--- src/design/usf_pkg.sv ---
package usf_pkg;

    // fixed field widths
    localparam int unsigned KIND_W     = 2;
    localparam int unsigned IN_ADDR_W  = 12;
    localparam int unsigned BYTE_W     = 8;
    localparam int unsigned LEN_W      = 13;
    localparam int unsigned MAGIC_W    = 32;
    localparam int unsigned SHIFT_W    = 4;
    localparam int unsigned WORD_W     = 16;
    localparam int unsigned HDR_W      = 64;
    localparam int unsigned CFG_IDX_W  = 2;
    localparam int unsigned CFG_DATA_W = 32;
    localparam int unsigned S_TDATA_W  = 24;
    localparam int unsigned M_TDATA_W  = 16;
    // record positions: length plus one full sector still fits
    localparam int unsigned FADDR_W    = 17;
    localparam int unsigned HCNT_W     = 4;

    localparam logic [HCNT_W-1:0]  HDR_READS    = 4'd8;
    localparam logic [LEN_W-1:0]   LEN_RST      = 13'd1024;
    localparam logic [MAGIC_W-1:0] MAGIC_RST    = 32'h454C_4946;
    localparam logic [SHIFT_W-1:0] SHIFT_RST    = 4'd9;

    typedef enum logic [KIND_W-1:0] {
        KIND_LOAD  = 2'd0,
        KIND_FIXUP = 2'd1,
        KIND_READ  = 2'd2
    } kind_t;

    typedef enum logic [1:0] {
        ST_OK      = 2'd0,
        ST_CORRUPT = 2'd1,
        ST_MAGIC   = 2'd2
    } status_t;

    typedef enum logic [CFG_IDX_W-1:0] {
        CFG_LENGTH = 2'd0,
        CFG_MAGIC  = 2'd1,
        CFG_SHIFT  = 2'd2
    } cfg_idx_t;

    typedef enum logic [2:0] {
        ASEL_IN,
        ASEL_HDR,
        ASEL_USN0,
        ASEL_USN1,
        ASEL_POS0,
        ASEL_POS1,
        ASEL_ENT0,
        ASEL_ENT1
    } addr_sel_t;

    typedef enum logic [1:0] {
        WSEL_IN,
        WSEL_ENT_LO,
        WSEL_ENT_HI
    } wdata_sel_t;

    typedef struct packed {
        logic       mem_re;
        logic       mem_we;
        addr_sel_t  asel;
        wdata_sel_t wsel;
        logic [2:0] hdr_idx;
        logic       hdr_cap;
        logic       usn_lo_cap;
        logic       usn_hi_cap;
        logic       word_lo_cap;
        logic       word_hi_cap;
        logic       ent_lo_cap;
        logic       walk_init;
        logic       entry_step;
        logic       pos_step;
    } cmd_t;

    typedef struct packed {
        logic              len_bad;
        logic              magic_bad;
        logic              off_bad;
        logic              count_bad;
        logic              sector_bad;
        logic              walk_done;
        logic              entry_bad;
        logic              word_bad;
        logic [BYTE_W-1:0] rd_byte;
    } sts_t;

    typedef struct packed {
        status_t           fix_status;
        logic [BYTE_W-1:0] read_byte;
    } res_t;

endpackage

--- src/design/usf_outq.sv ---
module usf_outq (
    input  logic                             aclk,
    input  logic                             aresetn,
    input  logic                             push,
    input  usf_pkg::res_t                    push_res,
    output logic                             full,
    output logic                             m_tvalid,
    input  logic                             m_tready,
    output logic [usf_pkg::M_TDATA_W-1:0]    m_tdata
);

    usf_pkg::res_t q_reg [2];
    logic          wr_ptr_reg;
    logic          rd_ptr_reg;
    logic [1:0]    cnt_reg;
    logic          pop;

    assign m_tvalid = cnt_reg != 2'd0;
    assign full     = cnt_reg == 2'd2;
    assign pop      = m_tvalid && m_tready;
    assign m_tdata  = usf_pkg::M_TDATA_W'(q_reg[rd_ptr_reg]);

    always_ff @(posedge aclk) begin
        if (push) begin
            q_reg[wr_ptr_reg] <= push_res;
        end
    end

    always_ff @(posedge aclk) begin
        if (!aresetn) begin
            wr_ptr_reg <= 1'b0;
            rd_ptr_reg <= 1'b0;
            cnt_reg    <= 2'd0;
        end else begin
            if (push) begin
                wr_ptr_reg <= !wr_ptr_reg;
            end
            if (pop) begin
                rd_ptr_reg <= !rd_ptr_reg;
            end
            cnt_reg <= cnt_reg + {1'b0, push} - {1'b0, pop};
        end
    end

    a_no_overflow : assert property (@(posedge aclk) disable iff (!aresetn)
        push |-> (!full || pop))
        else $error("result pushed into a full queue");

    a_count_range : assert property (@(posedge aclk) disable iff (!aresetn)
        cnt_reg != 2'd3)
        else $error("result queue count out of range");

endmodule

--- config.mk ---
export PLATFORM = sky130hd
export DESIGN_NAME = usf_outq
export DESIGN_NICKNAME = d
export VERILOG_FILES = /design/src/design/usf_pkg.sv /design/src/design/usf_outq.sv
export SDC_FILE = /design/constraint.sdc
export NUM_CORES = 1
export LEC_CHECK = 0
export ABC_AREA = 0
export BUFFER_PORTS_ARGS = -buffer_cell sky130_fd_sc_hd__buf_4
export CORE_MARGIN = 2
export CORE_UTILIZATION = 40
export DETAILED_ROUTE_END_ITERATION = 16
export PLACE_DENSITY = 0.62
export SLEW_MARGIN = 20
export SYNTH_ARGS = -nofsm -noshare
export SYNTH_HDL_FRONTEND = slang
export SYNTH_SLANG_ARGS = --single-unit
export TNS_END_PERCENT = 10
--- constraint.sdc ---
create_clock -name aclk -period 1.75 [get_ports aclk]
set_input_delay 0.35 -clock aclk [delete_from_list [all_inputs] [get_ports aclk]]
set_output_delay 0.35 -clock aclk [all_outputs]
set_load 0.01 [all_outputs]
# After elaboration in Yosys (flattened, before gate mapping)
# Memory sizes are Yosys's and may differ from the RTL's. A register that Yosys moved wholly into a read port is not among the register bits.
# Cells that the tools add are included.
word_totals:
  wordCells: 15
  input_bits: 14
  reg_bits: 4
  mem_bits_rw: 20
  out_inout_bits: 18
  mem_count: 1
op_classes:
  n_reduce_logical: 4
  n_eq_ne: 1
  n_mux: 4
  add_sub_neg: 2
mem_list:
  columns: ["name", "depth", "word_bits", "read_ports", "rd_clocked_by_memory_dff", "write_ports", "line_no", "rtl"]
  rows:
  - ["q_reg", 2, 10, 1, 1, 1, "usf_outq.sv:12", "usf_pkg::res_t q_reg [2];"]
op_table:
  columns: ["op", "count"]
  rows:
  - ["two-way mux 1 bit", 4]
  - ["adder 2 x 1 -> 2 bit", 1]
  - ["equality test 2 bit, second input constant", 1]
  - ["logical NOT 1 bit", 2]
  - ["nonzero test 2 bit", 1]
  - ["subtractor 2 x 1 -> 2 bit", 1]
  - ["logical AND 1 bit", 1]

# Depth between registers and ports, before layout
# Gate-level depths: netlist of the first run.
depth:
  depth_word: 4
  mapped_depth: 6
  mapped_depth_nobuf: 6

# Worst setup path after synthesis of the first run
# Ideal clock, no wire load.
synth_timing:
  path_type: "register to register"
  start: "register cnt_reg[1]"
  end: "register cnt_reg[0]"
  synth_period_minus_slack_ns: 1.348
  arrival_ns: 1.233
  setup_slack_ns: 0.402
  path_buffers: 0
  path_stages_with_launch: 6
  required_ns: 1.635
  path_cell_list: "dfxtp_1 o21a_2 ha_1 inv_1 ha_1 and2_1"
synth_via:
  elab_chain_cells: 3
synth_rtl:
  columns: ["element", "line_no", "rtl"]
  rows:
  - ["from (decl)", "usf_outq.sv:15", "logic [1:0] cnt_reg;"]
  - ["from (signal assigned)", "usf_outq.sv:41", "cnt_reg <= cnt_reg + {1'b0, push} - {1'b0, pop};"]
  - ["nonzero test 2 bit", "usf_outq.sv:18", "assign m_tvalid = cnt_reg != 2'd0;"]
  - ["logical AND 1 bit", "usf_outq.sv:20", "assign pop = m_tvalid && m_tready;"]
  - ["via pop", "usf_outq.sv:16", "logic pop;"]
  - ["subtractor 2 x 1 -> 2 bit", "usf_outq.sv:41", null]
# The timed path passes the listed nets, and every way through them passes these cells.
# A chain may end at the register's enable or synchronous reset.

==> flow_summary.json, run 1 <==
{
  "outcome": "finished clean",
  "rsz0062_at_grt": "false",
  "ir_drop_v": 0.0006891,
  "vias": 525,
  "ys_warn_count": 0,
  "synthAdderAreaFrac": 0.02472,
  "synth-compound-area-share": 0.01607,
  "nets": 107,
  "drt-pass1-iter-count": 4,
  "synth_area_leaders": "edfxtp_1 (59%), mux2_1 (11%), dfxtp_1 (9.9%)",
  "synth_mux_area_frac": 0.1310,
  "drive_gt1_frac": 0.3556,
  "final_cell_mix": "buf_4 (26), edfxtp_1 (20), mux2_1 (10), conb_1 (6), dfxtp_1 (5)",
  "synthSimpleGateAreaFrac": 0.05315,
  "crit_family": "flip-flops",
  "finalCriticalPeriod_ns": 1.653,
  "crit_arrival_ns": 1.30,
  "ant_nets": 0,
  "grt_pass1_wl_mm": 2.311,
  "antenna_cells": 0,
  "dp_hpwl_mm": 1.051,
  "path_depth": 3,
  "place_congestion": 0.6062,
  "cp_cell_sequence": "buf_6, mux2_1, buf_4",
  "grt_max_degree": 15,
  "largest_reg_flops": 20,
  "finalWirelength_mm": 1.438,
  "first_iter_violations": 9,
  "path_clk_slew_ns": 0.13,
  "die_y_um": 54.31,
  "p_leak_nw": 0.5103,
  "synth_top_family_by_area": "multiplexers",
  "critPathMaxFanout": 10,
  "drc_errors": 0,
  "worstPathRequired_ns": 1.40,
  "clkLatencyLatePin_ns": 0.31,
  "grt_usage": 0.1148,
  "setup_violations": 0,
  "syn2layout_area_growth_pct": 23.73,
  "finalMaxSlewViolations": 0,
  "die-area_mm2": 0.002949,
  "ys_seq_area_frac": 0.6922,
  "h-tree-depth": 1,
  "start_util": 0.4162,
  "clock-sinks": 25,
  "design.core.area_mm2": 0.002432,
  "fin_crit_sh": 0.9447,
  "grt_pass1_vias": 526,
  "syn_inst": 61,
  "netlist-cell-type-count": 17,
  "startpoint_type": "flop",
  "antenna_found_initial": 0,
  "max-cap-violations": 0,
  "finalHoldViolCount": 0,
  "syn_avg_cell_area_um2": 16.59,
  "synth.cell_area_mm2": 0.001012,
  "cts-root-buf": "clkbuf_4",
  "layout_commonest_cell": "buf_4",
  "clk_path_buf_depth": 2,
  "finalPower_mw": 1.452,
  "crit_path_top_delay_cell": "dfxtp_1",
  "power.density_mw_per_mm2": 1159,
  "avgRoutedWirePerCell_um": 11.98,
  "io_pins": 32,
  "worst-path-buf-inv": 2,
  "cts_tree": "done",
  "rows": 18,
  "timing.fmax_mhz": 604.9,
  "io_buffers": 25,
  "holdPathStages": 1,
  "synthXorXnorAreaFrac": 0.02225,
  "via_per_inst": 4.375,
  "worstRegToRegCells": 6,
  "path_class": "flop to output pin",
  "die_x_um": 54.31,
  "synth_top_area_share": 0.5933,
  "synth_area_leader_cell": "edfxtp_1",
  "setup_tns_ns": 0,
  "grt_overflow": 0,
  "critPathMaxStageDelay_ns": 0.35,
  "ys_seq_elements": 25,
  "hold_class": "input port to flop",
  "worst_setup_path_end_kind": "output pin",
  "cts_buffers": 3,
  "ctsHoldBuffers": 0,
  "skew_ns": 0.004053
}
per-layer routing:
| metal | up-vias | wire length [um] | global-route usage |
|---|---|---|---|
| met5 | - | 0 | 0 |
| met4 | 0 | 0 | 0.06250 |
| met3 | 0 | 89 | 0.02732 |
| met2 | 19 | 730 | 0.1928 |
| met1 | 243 | 619 | 0.1348 |
| li1 | 263 | - | - |
cells in the mapped netlist:
| master | instances |
|---|---|
| inv_1 | 2 |
| o21a_1 | 1 |
| edfxtp_1 | 20 |
| conb_1 | 1 |
| nand2_1 | 1 |
| mux2i_1 | 2 |
| o21a_2 | 1 |
| buf_2 | 1 |
| dfxtp_1 | 5 |
| mux2_1 | 10 |
| ha_1 | 2 |
| or2_1 | 1 |
| xnor3_1 | 1 |
| and2_1 | 2 |
| nand2b_1 | 1 |
| buf_4 | 6 |
| nor2b_1 | 4 |
area by class of cell:
type | count | area [um2]
clock inverter | 1 | 5.005
clock buffer | 3 | 22.52
tap | 30 | 37.54
fill | 223 | 1180
inverter | 2 | 7.507
timing repair buffer | 27 | 206.4
multi-input combinational | 32 | 272.8
sequential | 25 | 700.7
worst paths after layout:
| kind | slack [ns] | from | to |
|---|---|---|---|
| worst min-delay path | 0.21 | push_res[3] | q_reg[1][3] |
| worst max-delay path | 0.1 | flop | m_tdata[9] |
| worst min register to register | 0.49 | rd_ptr_reg | rd_ptr_reg |
| worst max register to register | 0.27 | cnt_reg[1] | cnt_reg[1] |
cells by family after synthesis:
| kind of cell | Yosys count |
|---|---|
| fa+ha+maj | 2 |
| other cells | 1 |
| xor+xnor | 1 |
| compound gates | 2 |
| simple gates | 9 |
| buf+inv | 9 |
| mux | 12 |
| flops | 25 |
what timing repair did:
action | CTS | global route
setup buffers | 0 | 0
resized for setup | 0 | 1
endpoints found under the setup margin | 0 | 5
power breakdown:
part           leakage, nW  internal, mW  switching, mW  total (mW)
Clock               0.0177        0.0854          0.163       0.249
Sequential           0.229         0.707         0.0387       0.746
Combinational        0.264         0.270          0.188       0.458
Total                0.510          1.06          0.390        1.45
through the flow:
| step | hold WS [ns] | instances | utilization | area (um2) | setup slack [ns] |
|---|---|---|---|---|---|
| 6_report | 0.2122 | 120 | 0.5149 | 1252 | 0.09679 |
| 5_1_grt | 0.1839 | 120 | 0.5149 | 1252 | 0.01815 |
| 4_1_cts | 0.2089 | 120 | 0.5134 | 1249 | 0.05492 |
| 3_5_place_dp | 0.4645 | 116 | 0.5021 | 1221 | 0.2685 |
| 3_3_place_gp | 0.4690 | 116 | 0.5021 | 1221 | 0.3368 |
| 2_1_floorplan | 0.4489 | 66 | - | 1031 | 0.4022 |
Power figures use the tool's default switching activity.
==> run 2: changes to the inputs <==
==> constraint.sdc (replaced) <==
create_clock -name aclk -period 1.6 [get_ports aclk]
set_input_delay 0.32 -clock aclk [delete_from_list [all_inputs] [get_ports aclk]]
set_output_delay 0.32 -clock aclk [all_outputs]
set_load 0.01 [all_outputs]
==> flow_summary.json, run 2 (same netlist as run 1, synthesis figures left out) <==
{
  "reg2reg_to": "cnt_reg[1]",
  "clk_path_buf_depth": 2,
  "cts-root-buf": "clkbuf_4",
  "cts_tree": "done",
  "cp_cell_sequence": "buf_6, mux2_4, buf_6",
  "path_clk_slew_ns": 0.13,
  "finalWirelength_mm": 1.488,
  "dp_hpwl_mm": 1.056,
  "syn2layout_area_growth_pct": 32.26,
  "finish.utilization": 0.5504,
  "startpoint_type": "flop",
  "antenna_found_initial": 0,
  "finalCriticalPeriod_ns": 1.559,
  "nets": 108,
  "rows": 18,
  "placed_cell_area_mm2": 0.001221,
  "place_congestion": 0.6086,
  "design.core.area_mm2": 0.002432,
  "holdPathStages": 1,
  "ctsHoldBuffers": 0,
  "r2r_slack_ns": 0.17,
  "final_cell_mix": "edfxtp_1 (20), buf_4 (16), buf_6 (12), mux2_4 (10), conb_1 (6)",
  "via_per_inst": 4.595,
  "holdCritStartpoint": "push_res[9]",
  "worst_setup_path_end_kind": "output pin",
  "grt_max_degree": 14,
  "r2r-start": "cnt_reg[1]",
  "io_buffers": 25,
  "io_pins": 32,
  "first_iter_violations": 6,
  "layout_commonest_cell": "edfxtp_1",
  "drc_errors": 0,
  "power.density_mw_per_mm2": 1274,
  "finalInstanceArea_mm2": 0.001339,
  "die_y_um": 54.31,
  "rsz0062_at_grt": "true",
  "dp_cells": 116,
  "crit_arrival_ns": 1.24,
  "critPathMaxStageDelay_ns": 0.37,
  "ir_drop_v": 0.0007817,
  "p_leak_nw": 0.5588,
  "timing.fmax_mhz": 641.5,
  "die-area_mm2": 0.002949,
  "fin_cells": 121,
  "setup_ws_ns": 0.04116,
  "critPathMostFrequentCell": "buf_6",
  "vias": 556,
  "max-cap-violations": 0,
  "fin_crit_sh": 0.9743,
  "finalHoldViolCount": 0,
  "avgRoutedWirePerCell_um": 12.30,
  "grt_pass1_wl_mm": 2.166,
  "cts_buffers": 3,
  "start_util": 0.4162,
  "clock-sinks": 25,
  "skew_ns": 0.004099,
  "antenna_cells": 0,
  "clkLatencyLatePin_ns": 0.31,
  "worstPathRequired_ns": 1.28,
  "worstHoldEndpoint": "q_reg[1][9]",
  "drt-pass1-iter-count": 3,
  "setup_violations": 0,
  "crit_path_top_delay_cell": "dfxtp_2",
  "finalMaxSlewViolations": 0,
  "grt_usage": 0.1085,
  "die_x_um": 54.31,
  "drive_gt1_frac": 0.4725,
  "h-tree-depth": 1,
  "grt_pass1_vias": 503,
  "worst-path-buf-inv": 2,
  "finalPower_mw": 1.706,
  "pre_cts_ws_ns": 0.1917,
  "ant_nets": 0,
  "hold_class": "input port to flop",
  "grt_overflow": 0,
  "crit_family": "flip-flops",
  "largest_reg_flops": 20,
  "path_class": "flop to output pin",
  "worstRegToRegCells": 6,
  "outcome": "finished clean",
  "critPathMaxFanout": 5
}
run 2: stage by stage:
step,hold WS [ns],TNS [ns]
4_1_cts,0.1808,-0.08615
3_5_place_dp,0.4801,0
3_3_place_gp,0.4692,0
6_report,0.1877,0
2_1_floorplan,0.4189,0
5_1_grt,0.1667,-0.04837
run 2: worst register-to-register path: cells and delay by family (launching register included):
family	cells	cell delay [ns]
adder cells (fa/ha/maj)	2	0.41
flip-flops	1	0.36
AO/OA/AOI/OAI	1	0.25
XOR/XNOR	1	0.21
AND/OR/NAND/NOR	1	0.10
buffers and inverters	1	0.06
run 2: power by group:
part	total, mW	switching (mW)	internal [mW]	leakage [nW]
clock network	0.267	0.170	0.0972	0.0150
registers	0.816	0.0413	0.775	0.229
logic	0.622	0.231	0.391	0.314
total	1.71	0.443	1.26	0.559
run 2: what timing repair did:
action                     in CTS  in global routing
setup buffers                   0                  0
setup endpoints to repair      10                 10
resized for setup               4                 20
gates cloned                    1                  0
run 2: how the worst max path moves through the flow:
stage	from	end	slack [ns]	cells past startpoint
finish	flop	m_tdata[8]	0.04	3
CTS	flop	m_tdata[6]	-0.02	3
detailed placement	cnt_reg[1]	cnt_reg[1]	0.19	6
global route	flop	m_tdata[4]	-0.009	3
global placement	m_tready	cnt_reg[0]	0.22	6
floorplan	cnt_reg[1]	cnt_reg[0]	0.25	5
run 2: metal layers:
layer / wire (um) / GRT usage / part of all wire
met4: 28 / 0.07500 / 0.019
met5: 0 / 0 / 0
met2: 735 / 0.1787 / 0.49
met1: 625 / 0.1246 / 0.42
met3: 99 / 0.02459 / 0.067
run 2: layout make-up:
type                            instances  area (um2)
Sequential cell                        25       701.9
Fill cell                             195        1094
Clock buffer                            4       26.28
Inverter                                2       7.507
Tap cell                               30       37.54
Multi-Input combinational cell         32       310.3
Timing Repair Buffer                   28       255.2
==> run 3: changes to the inputs <==
--- a/config.mk
+++ b/config.mk
@@ -10,6 +10,7 @@
 export CORE_MARGIN = 2
 export CORE_UTILIZATION = 40
 export DETAILED_ROUTE_END_ITERATION = 16
+export MAX_ROUTING_LAYER = met4
 export PLACE_DENSITY = 0.62
 export SLEW_MARGIN = 20
 export SYNTH_ARGS = -nofsm -noshare
==> constraint.sdc (replaced) <==
create_clock -name aclk -period 1.8 [get_ports aclk]
set_input_delay 0.36 -clock aclk [delete_from_list [all_inputs] [get_ports aclk]]
set_output_delay 0.36 -clock aclk [all_outputs]
set_load 0.01 [all_outputs]
==> flow_summary.json, run 3 (same netlist as run 1, synthesis figures left out) <==
{
  "clkLatencyLatePin_ns": 0.30,
  "crit_arrival_ns": 1.29,
  "vias": 517,
  "start_util": 0.4162,
  "io_pins": 32,
  "antenna_found_initial": 0,
  "power.density_mw_per_mm2": 1113,
  "drt-pass1-iter-count": 2,
  "p_leak_nw": 0.5046,
  "grt_pass1_wl_mm": 2.049,
  "die_y_um": 54.31,
  "clock_power_share": 0.165,
  "crit_path_top_delay_cell": "dfxtp_2",
  "rows": 18,
  "outcome": "finished clean",
  "dp_hpwl_mm": 1.049,
  "ir_drop_v": 0.0006741,
  "path_clk_slew_ns": 0.12,
  "timing.fmax_mhz": 605.8,
  "p_comb_frac": 0.296,
  "syn2layout_area_growth_pct": 22.74,
  "path_class": "flop to output pin",
  "worstPathRequired_ns": 1.44,
  "grt_max_degree": 15,
  "switching_share": 0.2612,
  "die_x_um": 54.31,
  "critPathMaxFanout": 10,
  "cts-root-buf": "clkbuf_4",
  "finalHoldViolCount": 0,
  "setup_ws_ns": 0.1492,
  "cts_buffers": 3,
  "worst_setup_path_end_kind": "output pin",
  "io_buffers": 25,
  "place_congestion": 0.6083,
  "avgRoutedWirePerCell_um": 11.49,
  "skew_ns": 0.004745,
  "grt_pass1_vias": 497,
  "via_per_inst": 4.345,
  "die-area_mm2": 0.002949,
  "fin_crit_sh": 0.9171,
  "design.core.area_mm2": 0.002432,
  "final_cell_mix": "buf_4 (26), edfxtp_1 (20), mux2_1 (10), conb_1 (6)",
  "rsz0062_at_grt": "false",
  "grt_usage": 0.1016,
  "antenna_cells": 0,
  "largest_reg_flops": 20,
  "switchingPower_mw": 0.3612,
  "pwr-share-seq": 0.539,
  "cp_cell_sequence": "mux2_1, buf_4",
  "first_iter_violations": 2,
  "ant_nets": 0,
  "drc_errors": 0,
  "max-cap-violations": 0,
  "h-tree-depth": 1,
  "cts_tree": "done",
  "finalMaxSlewViolations": 0,
  "drive_gt1_frac": 0.3596,
  "whs_ns": 0.2347,
  "ctsHoldBuffers": 0,
  "finalCriticalPeriod_ns": 1.651,
  "startpoint_type": "flop",
  "clock-sinks": 25,
  "p_int_mw": 1.022,
  "nets": 106,
  "pre_cts_ws_ns": 0.3081,
  "setup_tns_ns": 0,
  "finalWirelength_mm": 1.367,
  "layout_commonest_cell": "buf_4",
  "hold_class": "input port to flop",
  "critPathMaxStageDelay_ns": 0.49,
  "grt_overflow": 0,
  "setup_violations": 0,
  "clk_path_buf_depth": 2
}
==> run 3: cell count changes in the layout (fill, tap and decap cells not counted) <==
cell      change
mux2_1       +10
buf_6        -12
buf_4        +10
mux2_4       -10
clkinv_2      +1
clkbuf_1      -1
==> run 3: worst paths after layout <==
kind	start	endpoint	slack, ns	cells past startpoint
worst min-delay path	push_res[6]	q_reg[0][6]	0.23	1
worst min register to register	rd_ptr_reg	flop	0.48	2
worst max register to register	cnt_reg[1]	cnt_reg[1]	0.34	6
worst max-delay path	flop	m_tdata[9]	0.15	2
==> run 3: power by group through the flow <==
stage | combinational, mW | sequential (mW) | clock [mW]
floorplan | 0.284 | 0.723 | 0
global placement | 0.405 | 0.757 | 0
detailed placement | 0.415 | 0.759 | 0
CTS | 0.418 | 0.747 | 0.242
global route | 0.458 | 0.757 | 0.256
finish | 0.409 | 0.746 | 0.229
==> run 3: stage by stage <==
step | instance area [um2] | total power [mW] | cells | util
floorplan | 1031 | 1.008 | 66 | -
global placement | 1214 | 1.162 | 115 | 0.4990
detailed placement | 1214 | 1.174 | 115 | 0.4990
CTS | 1242 | 1.407 | 119 | 0.5108
global route | 1242 | 1.471 | 119 | 0.5108
finish | 1242 | 1.383 | 119 | 0.5108
==> run 3: critical path, delay by kind of cell, from the launching register on <==
family                 cells  cell delay (ns)
DFF                        1             0.49
buffers and inverters      1             0.15
muxes                      1             0.36
==> run 3: area by class of cell <==
type	instances	area [um2]
Inverter	2	7.507
Tap cell	30	37.54
Fill cell	222	1190
Clock buffer	3	22.52
Sequential cell	25	701.9
Timing Repair Buffer	26	195.2
Clock inverter	1	5.005
Multi-Input combinational cell	32	272.8
==> run 3: repair_timing <==
action | in CTS | in global routing
gates resized for setup | 1 | 0
buffers inserted | 0 | 0
endpoints found under the setup margin | 10 | 0
==> run 3: layer usage <==
layer,vias up,GRT usage,share of wire
met2,19,0.1787,0.46
met5,-,-,0
met4,0,0.03750,0.0037
li1,261,-,-
met3,2,0.02186,0.089
met1,235,0.1127,0.45
