==> src/design/usf_pkg.sv <==
package usf_pkg;

    // fixed field widths
    localparam int unsigned KIND_W     = 2;
    localparam int unsigned IN_ADDR_W  = 12;
    localparam int unsigned BYTE_W     = 8;
    localparam int unsigned LEN_W      = 13;
    localparam int unsigned MAGIC_W    = 32;
    localparam int unsigned SHIFT_W    = 4;
    localparam int unsigned WORD_W     = 16;
    localparam int unsigned HDR_W      = 64;
    localparam int unsigned CFG_IDX_W  = 2;
    localparam int unsigned CFG_DATA_W = 32;
    localparam int unsigned S_TDATA_W  = 24;
    localparam int unsigned M_TDATA_W  = 16;
    // record positions: length plus one full sector still fits
    localparam int unsigned FADDR_W    = 17;
    localparam int unsigned HCNT_W     = 4;

    localparam logic [HCNT_W-1:0]  HDR_READS    = 4'd8;
    localparam logic [LEN_W-1:0]   LEN_RST      = 13'd1024;
    localparam logic [MAGIC_W-1:0] MAGIC_RST    = 32'h454C_4946;
    localparam logic [SHIFT_W-1:0] SHIFT_RST    = 4'd9;

    typedef enum logic [KIND_W-1:0] {
        KIND_LOAD  = 2'd0,
        KIND_FIXUP = 2'd1,
        KIND_READ  = 2'd2
    } kind_t;

    typedef enum logic [1:0] {
        ST_OK      = 2'd0,
        ST_CORRUPT = 2'd1,
        ST_MAGIC   = 2'd2
    } status_t;

    typedef enum logic [CFG_IDX_W-1:0] {
        CFG_LENGTH = 2'd0,
        CFG_MAGIC  = 2'd1,
        CFG_SHIFT  = 2'd2
    } cfg_idx_t;

    typedef enum logic [2:0] {
        ASEL_IN,
        ASEL_HDR,
        ASEL_USN0,
        ASEL_USN1,
        ASEL_POS0,
        ASEL_POS1,
        ASEL_ENT0,
        ASEL_ENT1
    } addr_sel_t;

    typedef enum logic [1:0] {
        WSEL_IN,
        WSEL_ENT_LO,
        WSEL_ENT_HI
    } wdata_sel_t;

    typedef struct packed {
        logic       mem_re;
        logic       mem_we;
        addr_sel_t  asel;
        wdata_sel_t wsel;
        logic [2:0] hdr_idx;
        logic       hdr_cap;
        logic       usn_lo_cap;
        logic       usn_hi_cap;
        logic       word_lo_cap;
        logic       word_hi_cap;
        logic       ent_lo_cap;
        logic       walk_init;
        logic       entry_step;
        logic       pos_step;
    } cmd_t;

    typedef struct packed {
        logic              len_bad;
        logic              magic_bad;
        logic              off_bad;
        logic              count_bad;
        logic              sector_bad;
        logic              walk_done;
        logic              entry_bad;
        logic              word_bad;
        logic [BYTE_W-1:0] rd_byte;
    } sts_t;

    typedef struct packed {
        status_t           fix_status;
        logic [BYTE_W-1:0] read_byte;
    } res_t;

endpackage

==> src/design/usf_ctrl.sv <==
module usf_ctrl (
    input  logic                          aclk,
    input  logic                          aresetn,
    input  logic                          s_tvalid,
    output logic                          s_tready,
    input  logic [usf_pkg::KIND_W-1:0]    s_kind,
    input  logic                          q_full,
    input  usf_pkg::sts_t                 sts,
    output usf_pkg::cmd_t                 cmd,
    output logic                          push,
    output usf_pkg::res_t                 push_res
);

    typedef enum logic [3:0] {
        S_IDLE,
        S_READ,
        S_LEN,
        S_HDR,
        S_HDR_CHK,
        S_USN0,
        S_USN1,
        S_USN2,
        S_W_TEST,
        S_RD_P0,
        S_RD_P1,
        S_RD_E0,
        S_RD_E1,
        S_WR0,
        S_WR1,
        S_DONE
    } state_t;

    state_t                       state_reg, state_next;
    logic [usf_pkg::HCNT_W-1:0]   cnt_reg, cnt_next;
    usf_pkg::status_t             status_reg, status_next;
    logic                         accept;

    assign s_tready = (state_reg == S_IDLE) && !q_full;
    assign accept   = s_tvalid && s_tready;

    always_comb begin
        state_next  = state_reg;
        cnt_next    = cnt_reg;
        status_next = status_reg;
        cmd         = '0;
        push        = 1'b0;
        push_res.read_byte  = '0;
        push_res.fix_status = usf_pkg::ST_OK;
        case (state_reg)
            S_IDLE: begin
                if (accept) begin
                    case (s_kind)
                        usf_pkg::KIND_LOAD: begin
                            cmd.mem_we = 1'b1;
                            cmd.asel   = usf_pkg::ASEL_IN;
                            cmd.wsel   = usf_pkg::WSEL_IN;
                            push       = 1'b1;
                        end
                        usf_pkg::KIND_READ: begin
                            cmd.mem_re = 1'b1;
                            cmd.asel   = usf_pkg::ASEL_IN;
                            state_next = S_READ;
                        end
                        usf_pkg::KIND_FIXUP: begin
                            state_next = S_LEN;
                        end
                        default: begin
                            push = 1'b1;
                        end
                    endcase
                end
            end
            S_READ: begin
                push               = 1'b1;
                push_res.read_byte = sts.rd_byte;
                state_next         = S_IDLE;
            end
            S_LEN: begin
                cnt_next = '0;
                if (sts.len_bad) begin
                    status_next = usf_pkg::ST_CORRUPT;
                    state_next  = S_DONE;
                end else begin
                    state_next = S_HDR;
                end
            end
            S_HDR: begin
                cmd.mem_re  = (cnt_reg != usf_pkg::HDR_READS);
                cmd.asel    = usf_pkg::ASEL_HDR;
                cmd.hdr_idx = cnt_reg[2:0];
                cmd.hdr_cap = (cnt_reg != '0);
                cnt_next    = cnt_reg + usf_pkg::HCNT_W'(1);
                if (cnt_reg == usf_pkg::HDR_READS) begin
                    state_next = S_HDR_CHK;
                end
            end
            S_HDR_CHK: begin
                if (sts.magic_bad) begin
                    status_next = usf_pkg::ST_MAGIC;
                    state_next  = S_DONE;
                end else if (sts.off_bad || sts.count_bad || sts.sector_bad) begin
                    status_next = usf_pkg::ST_CORRUPT;
                    state_next  = S_DONE;
                end else begin
                    cmd.walk_init = 1'b1;
                    state_next    = S_USN0;
                end
            end
            S_USN0: begin
                cmd.mem_re = 1'b1;
                cmd.asel   = usf_pkg::ASEL_USN0;
                state_next = S_USN1;
            end
            S_USN1: begin
                cmd.mem_re     = 1'b1;
                cmd.asel       = usf_pkg::ASEL_USN1;
                cmd.usn_lo_cap = 1'b1;
                state_next     = S_USN2;
            end
            S_USN2: begin
                cmd.usn_hi_cap = 1'b1;
                state_next     = S_W_TEST;
            end
            S_W_TEST: begin
                if (sts.walk_done) begin
                    status_next = usf_pkg::ST_OK;
                    state_next  = S_DONE;
                end else if (sts.entry_bad) begin
                    status_next = usf_pkg::ST_CORRUPT;
                    state_next  = S_DONE;
                end else begin
                    cmd.entry_step = 1'b1;
                    state_next     = S_RD_P0;
                end
            end
            S_RD_P0: begin
                cmd.mem_re = 1'b1;
                cmd.asel   = usf_pkg::ASEL_POS0;
                state_next = S_RD_P1;
            end
            S_RD_P1: begin
                cmd.mem_re      = 1'b1;
                cmd.asel        = usf_pkg::ASEL_POS1;
                cmd.word_lo_cap = 1'b1;
                state_next      = S_RD_E0;
            end
            S_RD_E0: begin
                cmd.mem_re      = 1'b1;
                cmd.asel        = usf_pkg::ASEL_ENT0;
                cmd.word_hi_cap = 1'b1;
                state_next      = S_RD_E1;
            end
            S_RD_E1: begin
                cmd.mem_re     = 1'b1;
                cmd.asel       = usf_pkg::ASEL_ENT1;
                cmd.ent_lo_cap = 1'b1;
                if (sts.word_bad) begin
                    status_next = usf_pkg::ST_CORRUPT;
                    state_next  = S_DONE;
                end else begin
                    state_next = S_WR0;
                end
            end
            S_WR0: begin
                cmd.mem_we = 1'b1;
                cmd.asel   = usf_pkg::ASEL_POS0;
                cmd.wsel   = usf_pkg::WSEL_ENT_LO;
                state_next = S_WR1;
            end
            S_WR1: begin
                cmd.mem_we   = 1'b1;
                cmd.asel     = usf_pkg::ASEL_POS1;
                cmd.wsel     = usf_pkg::WSEL_ENT_HI;
                cmd.pos_step = 1'b1;
                state_next   = S_W_TEST;
            end
            S_DONE: begin
                push                = 1'b1;
                push_res.fix_status = status_reg;
                state_next          = S_IDLE;
            end
            default: begin
                state_next = S_IDLE;
            end
        endcase
    end

    always_ff @(posedge aclk) begin
        if (!aresetn) begin
            state_reg  <= S_IDLE;
            cnt_reg    <= '0;
            status_reg <= usf_pkg::ST_OK;
        end else begin
            state_reg  <= state_next;
            cnt_reg    <= cnt_next;
            status_reg <= status_next;
        end
    end

    a_read_pushes : assert property (@(posedge aclk) disable iff (!aresetn)
        (accept && s_kind == usf_pkg::KIND_READ) |=> push)
        else $error("read transfer did not produce a result next cycle");

    a_load_pushes : assert property (@(posedge aclk) disable iff (!aresetn)
        (accept && s_kind == usf_pkg::KIND_LOAD) |-> (push && cmd.mem_we))
        else $error("load transfer did not write and answer at once");

endmodule

==> config.mk <==
export PLATFORM = sky130hd
export DESIGN_NAME = usf_ctrl
export DESIGN_NICKNAME = d
export VERILOG_FILES = /design/src/design/usf_pkg.sv /design/src/design/usf_ctrl.sv
export SDC_FILE = /design/constraint.sdc
export NUM_CORES = 1
export LEC_CHECK = 0
export ABC_AREA = 1
export BUFFER_PORTS_ARGS = -buffer_cell sky130_fd_sc_hd__buf_4
export CORE_UTILIZATION = 41
export CTS_BUF_LIST = sky130_fd_sc_hd__clkbuf_8
export DETAILED_ROUTE_END_ITERATION = 7
export PLACE_DENSITY_LB_ADDON = 0.25
export SLEW_MARGIN = 20
export SYNTH_ARGS = -nofsm -noshare
export SYNTH_HDL_FRONTEND = slang
export SYNTH_SLANG_ARGS = --single-unit
==> constraint.sdc <==
create_clock -name aclk -period 1.11 [get_ports aclk]
set_input_delay 0.222 -clock aclk [delete_from_list [all_inputs] [get_ports aclk]]
set_output_delay 0.222 -clock aclk [all_outputs]
set_load 0.005 [all_outputs]
==> summary.txt, run 1 <==
Status
  – Status: aborted with a tool error
  – Failed at: clock tree synthesis (4_1_cts)
  – Stop err: [ERROR DPL-0038] Utilization greater than 100%, impossible to legalize

Floorplan
  – Row Count: 17
  – Die Ht: 50.3 microns
  – Starting Density: a little over two fifths
  – # IOs: 53
  – Die width: between 50 and 60 microns

Clock tree
  – Clock root buffer: clkbuf_8
  – # Post-CTS Setup Buffers: 20
  – Num CTS Buffers: 3
  – H-tree Lvls: 1
  – Clk buf depth: 2
  – Cts hold-fix bufs: 0
  – Post-CTS sizing: 107
  – Clk sink count: 10

Yosys
  – Synth Cell Area: roughly 960 sq um
  – Mapped Cells: around 180
  – Top cells by area, synth: dfxtp_1 (21%), nor2_1 (20%), inv_1 (15%), nand2_1 (14%), ha_1 (6.5%)
  – Synth Warn #: 0
  – Yosys reg bits: 10
  – Seq/Total Area, Yosys: around a fifth
  – Area leader, netlist: dfxtp_1
  – Synth Net Count: ~200
  – Yosys top cell area share: about a fifth
  – Unique masters post-synth: 21
  – Mapped Avg Cell Area: about 5.3 sq um

Placement
  – Post-DP HPWL: 2.74 mm
  – Port Buffers: 52
  – Placed Area: 1720 sq um
  – RePlAce Congestion: roughly 0.95
-- cell usage after synthesis --
cell type and number:
nor3_1 3, o211ai_1 2, nand4_1 3, clkinv_1 1, nor2_1 50, a211oi_1 1
nand2_2 2, a31oi_1 1, o221ai_1 1, a41oi_1 1, o21ai_0 9, nand2_1 35
nor2_2 1, inv_1 39, dfxtp_1 10, a21oi_1 4, nand3b_1 1, nand3_1 8
nor4_1 1, ha_1 5, buf_4 1
-- logic make-up after synthesis --
kind of cell               after synthesis  share of synthesized area (%)
AOI/OAI and AO/OA                       19                           11.6
and+or+nand+nor                        104                           44.4
buffers and inverters                   41                           16.5
DFF                                     10                           20.9
adders and majority gates                5                           6.54
-- metrics by stage --
step                hold WS [ns]  setup TNS (ns)  worst slack, ns  util [%]  cells
floorplan                  0.343          -0.956          -0.0889         -    179
global placement           0.458           -6.51           -0.283      77.7    299
detailed placement         0.475           -7.66           -0.341      77.7    299
==> run 2, diff against run 1 <==
--- a/config.mk
+++ b/config.mk
@@ -7,10 +7,10 @@
 export LEC_CHECK = 0
 export ABC_AREA = 1
 export BUFFER_PORTS_ARGS = -buffer_cell sky130_fd_sc_hd__buf_4
-export CORE_UTILIZATION = 41
-export CTS_BUF_LIST = sky130_fd_sc_hd__clkbuf_8
+export CORE_AREA = 2 2 63 65
 export DETAILED_ROUTE_END_ITERATION = 7
-export PLACE_DENSITY_LB_ADDON = 0.25
+export DIE_AREA = 0 0 65 67
+export PLACE_DENSITY_LB_ADDON = 0.15
 export SLEW_MARGIN = 20
 export SYNTH_ARGS = -nofsm -noshare
 export SYNTH_HDL_FRONTEND = slang
==> constraint.sdc (replaced) <==
create_clock -name aclk -period 1.4 [get_ports aclk]
set_input_delay 0.28 -clock aclk [delete_from_list [all_inputs] [get_ports aclk]]
set_output_delay 0.28 -clock aclk [all_outputs]
set_load 0.005 [all_outputs]
==> summary.txt, run 2 <==
Job
  – MaxCap Viol Count: 0

Yosys
  – Most common cell in the netlist: nor2_1
  – Area leader, netlist: dfxtp_1
  – Post-synth top cells: nor2_1 (50), inv_1 (39), nand2_1 (35)
  – Top cells by area, synth: dfxtp_1 (21%), nor2_1 (20%), inv_1 (15%), nand2_1 (14%), ha_1 (6.5%)
  – Yosys top cell area share: approximately a fifth
  – Ys async rst share: 0%
  – Synth Cell Area: ~960 sq um
  – Synth Net Count: a little over 200
  – Yosys reg bits: 10
  – Mapped Avg Cell Area: roughly 5.3 sq um
  – Post-synth EDFFs: 0
  – Unique masters post-synth: 21
  – Commonest register cell after synthesis: dfxtp_1
  – Seq/Total Area, Yosys: a little over a fifth
  – Synth Warn #: 0
  – Mapped Cells: around 180

Detailed routing
  – Via density per instance: between 4 and 5
  – TritonRoute pass-1 iters: 4
  – Vias: about 1600
  – WL per Instance: between 10 and 15 microns
  – Final antenna-violating net count: 0
  – # DRC: 0
  – Final wirelength: ~4.6 mm
  – Initial DRC Count: 70

Clock tree
  – Clock slew at reported path FFs: 0.04 ns
  – Clk sink count: 10
  – Clock root buffer: clkbuf_8
  – CTS tree: built
  – Clock Latency Late Sink: approximately 0.23 ns
  – Clk buf depth: 2
  – Cts hold-fix bufs: 0
  – Num CTS Buffers: 3
  – H-tree Lvls: 1

Hold path
  – Worst hold path class: primary input to flop
  – WHS Endpoint: status_reg[1]
  – Critical hold path startpoint: aresetn
  – Hold path depth: 3

Pwr
  – Pwr Density: roughly 390 nW/um^2
  – Combinational power share: 37.7%
  – Peak supply drop: approximately 0.62 mV
  – Internal power: 657 uW
  – Leakage power: 0.00116 uW
  – Clock power frac: 30.7%
  – Switching Share: approximately 30%
  – Sequential share of power: 31.6%
  – Switch Pwr: 286 uW
  – Pwr Total: around 940 uW

Floorplan
  – Total die area: approximately 4400 sq um
  – # IOs: 53
  – Starting Density: a little over a quarter
  – Die Ht: between 60 and 70 microns
  – Die width: about 65 microns
  – Core ar.: between 3000 and 4000 sq um
  – Row Count: 22

Placement
  – Placed Area: roughly 1700 sq um
  – RePlAce Congestion: between 0.8 and 0.9
  – Port Buffers: 52
  – Post-DP HPWL: ~2.7 mm

Worst setup path
  – Cell family with most CP delay: simple AND/OR/NAND/NOR gates
  – Worst-path cell chain: buf_6 > nand2_8 > nand2_1 > nor2_1 > nor4_2 > o21ai_1 > buf_4
  – R2r worst-path depth: 11
  – R2r setup slk: -0.12 ns
  – FF-to-FF End: state_reg[0]
  – R2R Path Start: state_reg[1]
  – Critical path buffer and inverter count: 2
  – CP max-delay cell: dfxtp_4
  – Worst setup SP type: flop
  – Critical Path End Type: primary output
  – Worst-path fanout max: 5
  – Critical path class: flop to primary output
  – Critical path's largest stage delay: about 0.39 ns
  – Worst Path Arrival: approximately 1.5 ns
  – Critical path required time: about 1.1 ns

Layout
  – Layout area overhead: 154%
  – Commonest non-fill, non-tap cells in the layout: buf_4 (69), buf_6 (38), inv_1 (26), nor2_4 (24), nand2_1 (22)
  – ANT cells: 0
  – Share of layout cells above drive strength 1: 65.4%
  – Final Cell Area: between 2000 and 2500 sq um
  – Commonest non-fill, non-tap cell in the layout: buf_4
  – Final nets: 318

STA
  – Setup TNS: -6.36 ns
  – Crit path time final: 1.76 ns
  – Max Slew Vio Count: 0
  – Slew @ Worst Pin: roughly 0.25 ns
  – Fmax: roughly 570 MHz
  – Slew headroom: between 80 and 90%
  – Final count of hold timing violations: 0
  – # setup viols final: 35
  – Final Worst Setup Slack: -0.362 ns
  – RSZ-0062 raised after global routing: true
  – Period utilization: 126%
  – Clock skew: a little under 0.003 ns

GRT
  – Total grt overflow: 0
  – Vias in the first global route: roughly 1400
  – Largest net degree at the start of global routing: 8
  – Initial antenna violation count: 0
  – Global-route usage over all layers: approximately 18%
  – First-pass GRT wire length: 5.99 mm

Status
  – Status: finished, violations left
  – Failing checks: setup timing
-- run 2: area by class of cell --
type / instances / area [sq um]
Fill cell: 291 / 1170
Multi-Input combinational cell: 128 / 976
Timing Repair Buffer: 108 / 966
Sequential cell: 10 / 215
Inverter: 40 / 174
Tap cell: 48 / 60.1
Clock buffer: 3 / 41.3
-- run 2: worst register-to-register path: stages (launching register included) --
cell and delay, ns:
dfxtp_4 0.37, buf_6 0.12, nor2_4 0.13, nand2_4 0.07, buf_4 0.14, buf_6 0.10
buf_6 0.10, nor2_4 0.12, nor2_2 0.06, nor2_1 0.11, nor2_1 0.05, nor2_1 0.09
-- run 2: routing by layer --
metal	part of all wire, %	vias to the layer above	global-route usage, %	wire length [microns]
met5	0	-	0	0
met4	2.9	0	7.98	134
met3	4.1	12	2.36	191
met2	54	56	32.3	2490
met1	39	727	20.2	1790
li1	-	778	-	-
-- run 2: worst max-delay path by stage --
stage	start	endpoint	slack, ns	cells after the start
after detailed placement	state_reg[3]	cmd[18]	-0.18	8
after global routing	state_reg[1]	cmd[18]	-0.40	7
after floorplan	state_reg[3]	cmd[18]	0.02	5
after global placement	state_reg[3]	cmd[18]	-0.11	8
after CTS	cnt_reg[0]	cmd[18]	-0.29	8
final	state_reg[1]	cmd[18]	-0.36	7
-- run 2: cell families (layout without fill, tap and decap cells) --
group                    Yosys count  in the layout  share of synthesized area [%]
AO/OA/AOI/OAI                     19             19                           11.6
adder cells (fa/ha/maj)            5              5                           6.54
buffers and inverters             41            151                           16.5
flip-flops                        10             10                           20.9
AND/OR/NAND/NOR                  104            104                           44.4
-- run 2: what timing repair did --
item | 4_1_cts | 5_1_grt
resized for setup | 78 | 92
gates cloned | 1 | 0
setup buffers | 13 | 16
setup endpoints to repair | 37 | 37
pin swaps | 10 | 27
-- run 2: power by group through the flow --
stage               Combinational, uW  Clock (uW)  Sequential (uW)
floorplan                        90.9           0              302
global placement                  220           0              302
global route                      382         307              299
CTS                               288         304              297
finish                            356         290              298
detailed placement                219           0              302
-- run 2: per-stage QoR --
stage | instances | worst slack [ns] | hold slack, ns | util, %
after floorplan | 179 | 0.0166 | 0.401 | -
after global placement | 315 | -0.110 | 0.476 | 46.6
after detailed placement | 315 | -0.185 | 0.484 | 46.6
after CTS | 330 | -0.285 | 0.305 | 57.1
after global routing | 337 | -0.396 | 0.321 | 67.5
final | 337 | -0.362 | 0.304 | 67.5
Power figures use the tool's default switching activity.
==> run 3, diff against run 2 <==
--- a/config.mk
+++ b/config.mk
@@ -7,9 +7,9 @@
 export LEC_CHECK = 0
 export ABC_AREA = 1
 export BUFFER_PORTS_ARGS = -buffer_cell sky130_fd_sc_hd__buf_4
-export CORE_AREA = 2 2 63 65
+export CORE_AREA = 3 3 64 66
 export DETAILED_ROUTE_END_ITERATION = 7
-export DIE_AREA = 0 0 65 67
+export DIE_AREA = 0 0 67 69
 export PLACE_DENSITY_LB_ADDON = 0.15
 export SLEW_MARGIN = 20
 export SYNTH_ARGS = -nofsm -noshare
==> constraint.sdc (replaced) <==
create_clock -name aclk -period 1.65 [get_ports aclk]
set_input_delay 0.33 -clock aclk [delete_from_list [all_inputs] [get_ports aclk]]
set_output_delay 0.33 -clock aclk [all_outputs]
set_load 0.005 [all_outputs]
==> summary.txt, run 3 (same netlist as run 2, synthesis figures left out) <==
Detailed routing
  – Final antenna-violating net count: 0
  – Wl on met1: between 1.5 and 2 mm
  – # DRC: 0
  – Final wirelength: between 3 and 4 mm
  – Vias: 1402
  – DR WL met2: ~1.8 mm
  – Via density per instance: roughly 4.5
  – WL per Instance: roughly 12 microns
  – TritonRoute pass-1 iters: 4
  – Initial DRC Count: 43
  – Met3 WL: between 200 and 250 microns
  – Top sig layer: met4

Pwr
  – Leakage power: about 0.001 uW
  – Sequential share of power: 30.9%
  – Combinational power share: 28.7%
  – Peak supply drop: about 0.22 mV
  – Clock power frac: between 40 and 50%
  – Switching Share: between 20% and 30%
  – Internal power: 575 uW
  – Pwr Density: ~430 nW/um^2
  – Switch Pwr: between 200 and 250 uW

Worst setup path
  – CP max-delay cell: dfxtp_1
  – Worst Path Arrival: 1.43 ns
  – Critical Path End Type: primary output
  – CP dominant cell by count: inv_1
  – Critical path required time: ~1.3 ns
  – Critical path's largest stage delay: roughly 0.30 ns
  – R2R Path Start: state_reg[3]
  – Worst setup SP type: flop
  – Worst-path fanout max: 2
  – Worst-path cell chain: inv_1 > ha_1 > nand3_1 > nand2_2 > inv_1 > nor4_2 > o21ai_1 > buf_4
  – Cell family with most CP delay: simple AND/OR/NAND/NOR gates
  – Critical path buffer and inverter count: 3
  – CP startpoint: cnt_reg[1]
  – Critical path class: flop to primary output

Floorplan
  – Starting Density: between 20% and 30%
  – Row Count: 22
  – # IOs: 53
  – Die width: 67 microns
  – Core ar.: ~3600 sq um
  – Total die area: between 4000 and 5000 sq um
  – Die Ht: between 60 and 70 microns

STA
  – # setup viols final: 9
  – Period utilization: 106%
  – Crit path time final: about 1.8 ns
  – Final count of hold timing violations: 0
  – Final Worst Setup Slack: -0.105 ns
  – Max Slew Vio Count: 0
  – RSZ-0062 raised after global routing: true
  – Fmax: ~570 MHz
  – Setup TNS: -0.246 ns
  – Slew @ Worst Pin: 0.271 ns
  – Slew headroom: 81.9%
  – Clock skew: between 0.002 and 0.003 ns

Layout
  – Util after Layout: 52.2%
  – Final nets: 289
  – Layout area overhead: 98.2%
  – Commonest non-fill, non-tap cells in the layout: buf_4 (70), nor2_1 (35), inv_1 (33), nand2_1 (26), nor2_4 (9)
  – ANT cells: 0
  – Fin cells: around 300
  – Share of layout cells above drive strength 1: about half
  – Commonest non-fill, non-tap cell in the layout: buf_4
  – Final Cell Area: roughly 1900 sq um

Job
  – MaxCap Viol Count: 0

Clock tree
  – Clk sink count: 10
  – CTS tree: built
  – Clk buf depth: 2
  – H-tree Lvls: 1
  – Clock slew at reported path FFs: roughly 0.060 ns
  – Num CTS Buffers: 3
  – Clock Latency Late Sink: 0.25 ns
  – Clock root buffer: clkbuf_8

Placement
  – Setup WS pre-CTS: about 0.003 ns
  – Post-DP HPWL: around 2.8 mm
  – Port Buffers: 52
  – RePlAce Congestion: approximately 0.81
  – Placed Area: 1540 sq um
  – Placed Cells: between 200 and 300

GRT
  – Initial antenna violation count: 0
  – Vias in the first global route: 1301
  – Global-route usage over all layers: between 10% and 20%
  – Largest net degree at the start of global routing: 8
  – Total grt overflow: 0
  – First-pass GRT wire length: around 5.7 mm

Status
  – Failing checks: setup timing
  – Status: finished, violations left

Hold path
  – Critical hold path startpoint: aresetn
  – Worst hold path class: primary input to flop
## run 3: cell count changes in the layout (fill, tap and decap cells not counted), sizes merged
| cell | before | now |
|---|---|---|
| buf | 108 | 78 |
| clkbuf | 3 | 4 |
| inv | 39 | 40 |
## run 3: final cells by class
cell class | count | area [sq um]
fillers | 393 | 1740
multi-input cells | 128 | 783
repair buffers | 78 | 616
flip-flops and latches | 10 | 215
inverters | 40 | 163
well taps | 48 | 60.1
clock buffers | 4 | 55.1
repair inverters | 1 | 5.00
## run 3: timing repair
action	in CTS	in global routing
endpoints found under the setup margin	21	25
pin swaps	5	12
setup buffers	3	7
hold buffers	0	0
gates cloned	1	0
gates resized for setup	28	52
## run 3: final timing paths
kind	endpoint	depth (start not counted)	slack, ns
setup / recovery	cmd[18]	8	-0.11
hold / removal	status_reg[1]	3	0.33
setup reg to reg	status_reg[0]	9	0.16
hold reg to reg	status_reg[0]	2	0.48
## run 3: layer usage
| metal | up-vias | global-route usage [%] |
|---|---|---|
| li1 | 719 | - |
| met1 | 642 | 19.4 |
| met2 | 36 | 26.4 |
| met3 | 5 | 3.09 |
| met4 | 0 | 6.08 |
| met5 | - | 0 |
## run 3: worst register-to-register path, stage by stage, from the launching register on
cell	delay, ns
dfxtp_4	0.40
buf_6	0.14
nand2_4	0.07
buf_6	0.13
nor2_4	0.11
buf_4	0.13
buf_4	0.10
nor2_1	0.03
o21ai_0	0.21
nor2_1	0.07
## run 3: stage by stage
stage	hold slack (ns)	total power [uW]
floorplan	0.440	332
global placement	0.457	429
detailed placement	0.476	428
CTS	0.335	774
global route	0.372	847
finish	0.333	812
## run 3: power groups by stage
stage / sequential [uW] / clock, uW / combinational [uW]
final: 251 / 328 / 233
after global placement: 255 / 0 / 174
after floorplan: 255 / 0 / 76.7
after CTS: 252 / 327 / 195
after detailed placement: 256 / 0 / 173
after global routing: 252 / 339 / 256
==> run 4, diff against run 3 <==
--- a/config.mk
+++ b/config.mk
@@ -10,7 +10,7 @@
 export CORE_AREA = 3 3 64 66
 export DETAILED_ROUTE_END_ITERATION = 7
 export DIE_AREA = 0 0 67 69
-export PLACE_DENSITY_LB_ADDON = 0.15
+export PLACE_DENSITY_LB_ADDON = 0.3
 export SLEW_MARGIN = 20
 export SYNTH_ARGS = -nofsm -noshare
 export SYNTH_HDL_FRONTEND = slang
==> summary.txt, run 4 (same netlist as run 2, synthesis figures left out) <==
Status
  – Status: finished, violations left
  – Failing checks: setup timing

Layout
  – Final Cell Area: roughly 1800 sq um
  – Share of layout cells above drive strength 1: 47.1%
  – Layout area overhead: 84.6%
  – Final nets: 284
  – Commonest non-fill, non-tap cell in the layout: buf_4
  – Layout fillers: 366
  – Commonest non-fill, non-tap cells in the layout: buf_4 (70), nor2_1 (35), nand2_1 (31), inv_1 (30), nor2_2 (13)
  – ANT cells: 0
  – Util after Layout: between 40% and 50%
  – Fin cells: approximately 300

Hold path
  – Critical hold path startpoint: aresetn
  – Hold path depth: 3
  – WHS Endpoint: status_reg[1]
  – Worst hold path class: primary input to flop

Worst setup path
  – FF-to-FF End: status_reg[1]
  – R2r worst-path depth: 10
  – Worst Path Arrival: between 1 and 1.5 ns
  – Worst-path fanout max: 4
  – Critical path required time: approximately 1.3 ns
  – Worst-path cell chain: inv_2 > ha_4 > nand3_2 > nand2_2 > inv_2 > nor4_4 > o21ai_1 > buf_4
  – R2R Path Start: state_reg[0]
  – Critical path class: flop to primary output
  – CP max-delay cell: dfxtp_2
  – Critical Path End Type: primary output
  – R2r setup slk: 0.19 ns
  – CP dominant cell by count: inv_2
  – Critical path's largest stage delay: 0.33 ns
  – Worst setup SP type: flop

Clock tree
  – Num CTS Buffers: 3
  – Clock Latency Late Sink: ~0.23 ns
  – CTS tree: built
  – Cts hold-fix bufs: 0
  – Clk buf depth: 2
  – Clock root buffer: clkbuf_8
  – Clk sink count: 10
  – Clock slew at reported path FFs: around 0.05 ns
  – H-tree Lvls: 1

STA
  – Final count of hold timing violations: 0
  – # setup viols final: 5
  – Slew headroom: around four fifths
  – Clock skew: approximately 0.0026 ns
  – RSZ-0062 raised after global routing: true
  – Slew @ Worst Pin: between 0.3 and 0.4 ns
  – Crit path time final: between 1.5 and 2 ns
  – Period utilization: 110%
  – Fmax: between 500 and 600 MHz
  – Max Slew Vio Count: 0
  – Setup TNS: -0.229 ns
  – Final Worst Setup Slack: -0.162 ns

Pwr
  – Leakage power: 0.000909 uW
  – Pwr Total: roughly 700 uW
  – Peak supply drop: between 0.2 and 0.3 mV
  – Pwr Density: roughly 400 nW/um^2

GRT
  – Initial antenna violation count: 0
  – Global-route usage over all layers: 13.5%
  – Largest net degree at the start of global routing: 8
  – Vias in the first global route: 1157
  – First-pass GRT wire length: slightly below 5 mm
  – Total grt overflow: 0

Floorplan
  – Row Count: 22
  – Core ar.: roughly 3600 sq um
  – # IOs: between 50 and 60
  – Die width: 67 microns
  – Total die area: ~4600 sq um
  – Die Ht: about 70 microns
  – Starting Density: between 20% and 30%

Detailed routing
  – WL per Instance: around 11 microns
  – Final wirelength: around 3.5 mm
  – Via density per instance: 4.49
  – TritonRoute pass-1 iters: 4
  – Initial DRC Count: 50
  – Final antenna-violating net count: 0
  – # DRC: 0
  – Vias: roughly 1400

Placement
  – Placed Cells: just under 300
  – Post-DP HPWL: 2.59 mm
  – Port Buffers: 52
  – Placed Area: ~1500 sq um
  – RePlAce Congestion: ~0.85

Job
  – MaxCap Viol Count: 0
run 4: cell types whose count changed in the layout (fill, tap and decap cells not counted), sizes merged:
cell	delta
clkbuf	-1
buf	-5
run 4: repair_timing:
action,in CTS,in global routing
buffers inserted,3,7
gates cloned,1,0
pin swaps,4,12
endpoints found under the setup margin,21,23
resized for setup,25,36
run 4: metal layers:
| layer | up-vias | track usage, % | wire length (microns) |
|---|---|---|---|
| li1 | 705 | - | - |
| met1 | 606 | 16.6 | 1410 |
| met2 | 40 | 22.7 | 1800 |
| met3 | 10 | 1.95 | 168 |
| met4 | 0 | 5.86 | 79 |
| met5 | - | 0 | 0 |
run 4: power breakdown:
group          total [uW]  switching, uW  internal, uW
Sequential            251           6.64           244
Combinational         197           98.1          99.3
Clock                 247           88.2           159
run 4: metrics by stage:
step / hold WS (ns) / setup WS, ns
detailed placement: 0.470 / -0.00475
CTS: 0.353 / -0.136
global placement: 0.472 / 0.0422
floorplan: 0.440 / 0.190
finish: 0.357 / -0.162
global route: 0.374 / -0.273
run 4: how the worst max path moves through the flow:
stage	from	end
after floorplan	state_reg[1]	cmd[18]
after global placement	state_reg[3]	push
after detailed placement	state_reg[3]	cmd[18]
after CTS	cnt_reg[1]	cmd[18]
after global routing	cnt_reg[1]	cmd[18]
final	cnt_reg[1]	cmd[18]
run 4: area by class of cell:
cell class | count | area (sq um) | share of cell area [%]
clock buffers | 3 | 41.3 | 2.34
multi-input cells | 128 | 727 | 41.1
repair buffers | 73 | 559 | 31.7
inverters | 40 | 160 | 9.07
well taps | 48 | 60.1 | 3.40
repair inverters | 1 | 5.00 | 0.283
flip-flops and latches | 10 | 214 | 12.1
run 4: worst max-delay path, delay by kind of cell, from the launching register on:
kind                       cells  cell delay [ns]
AOI/OAI and AO/OA              1             0.09
adders and majority gates      1             0.14
buffers and inverters          3             0.27
DFF                            1             0.33
and+or+nand+nor                3             0.42
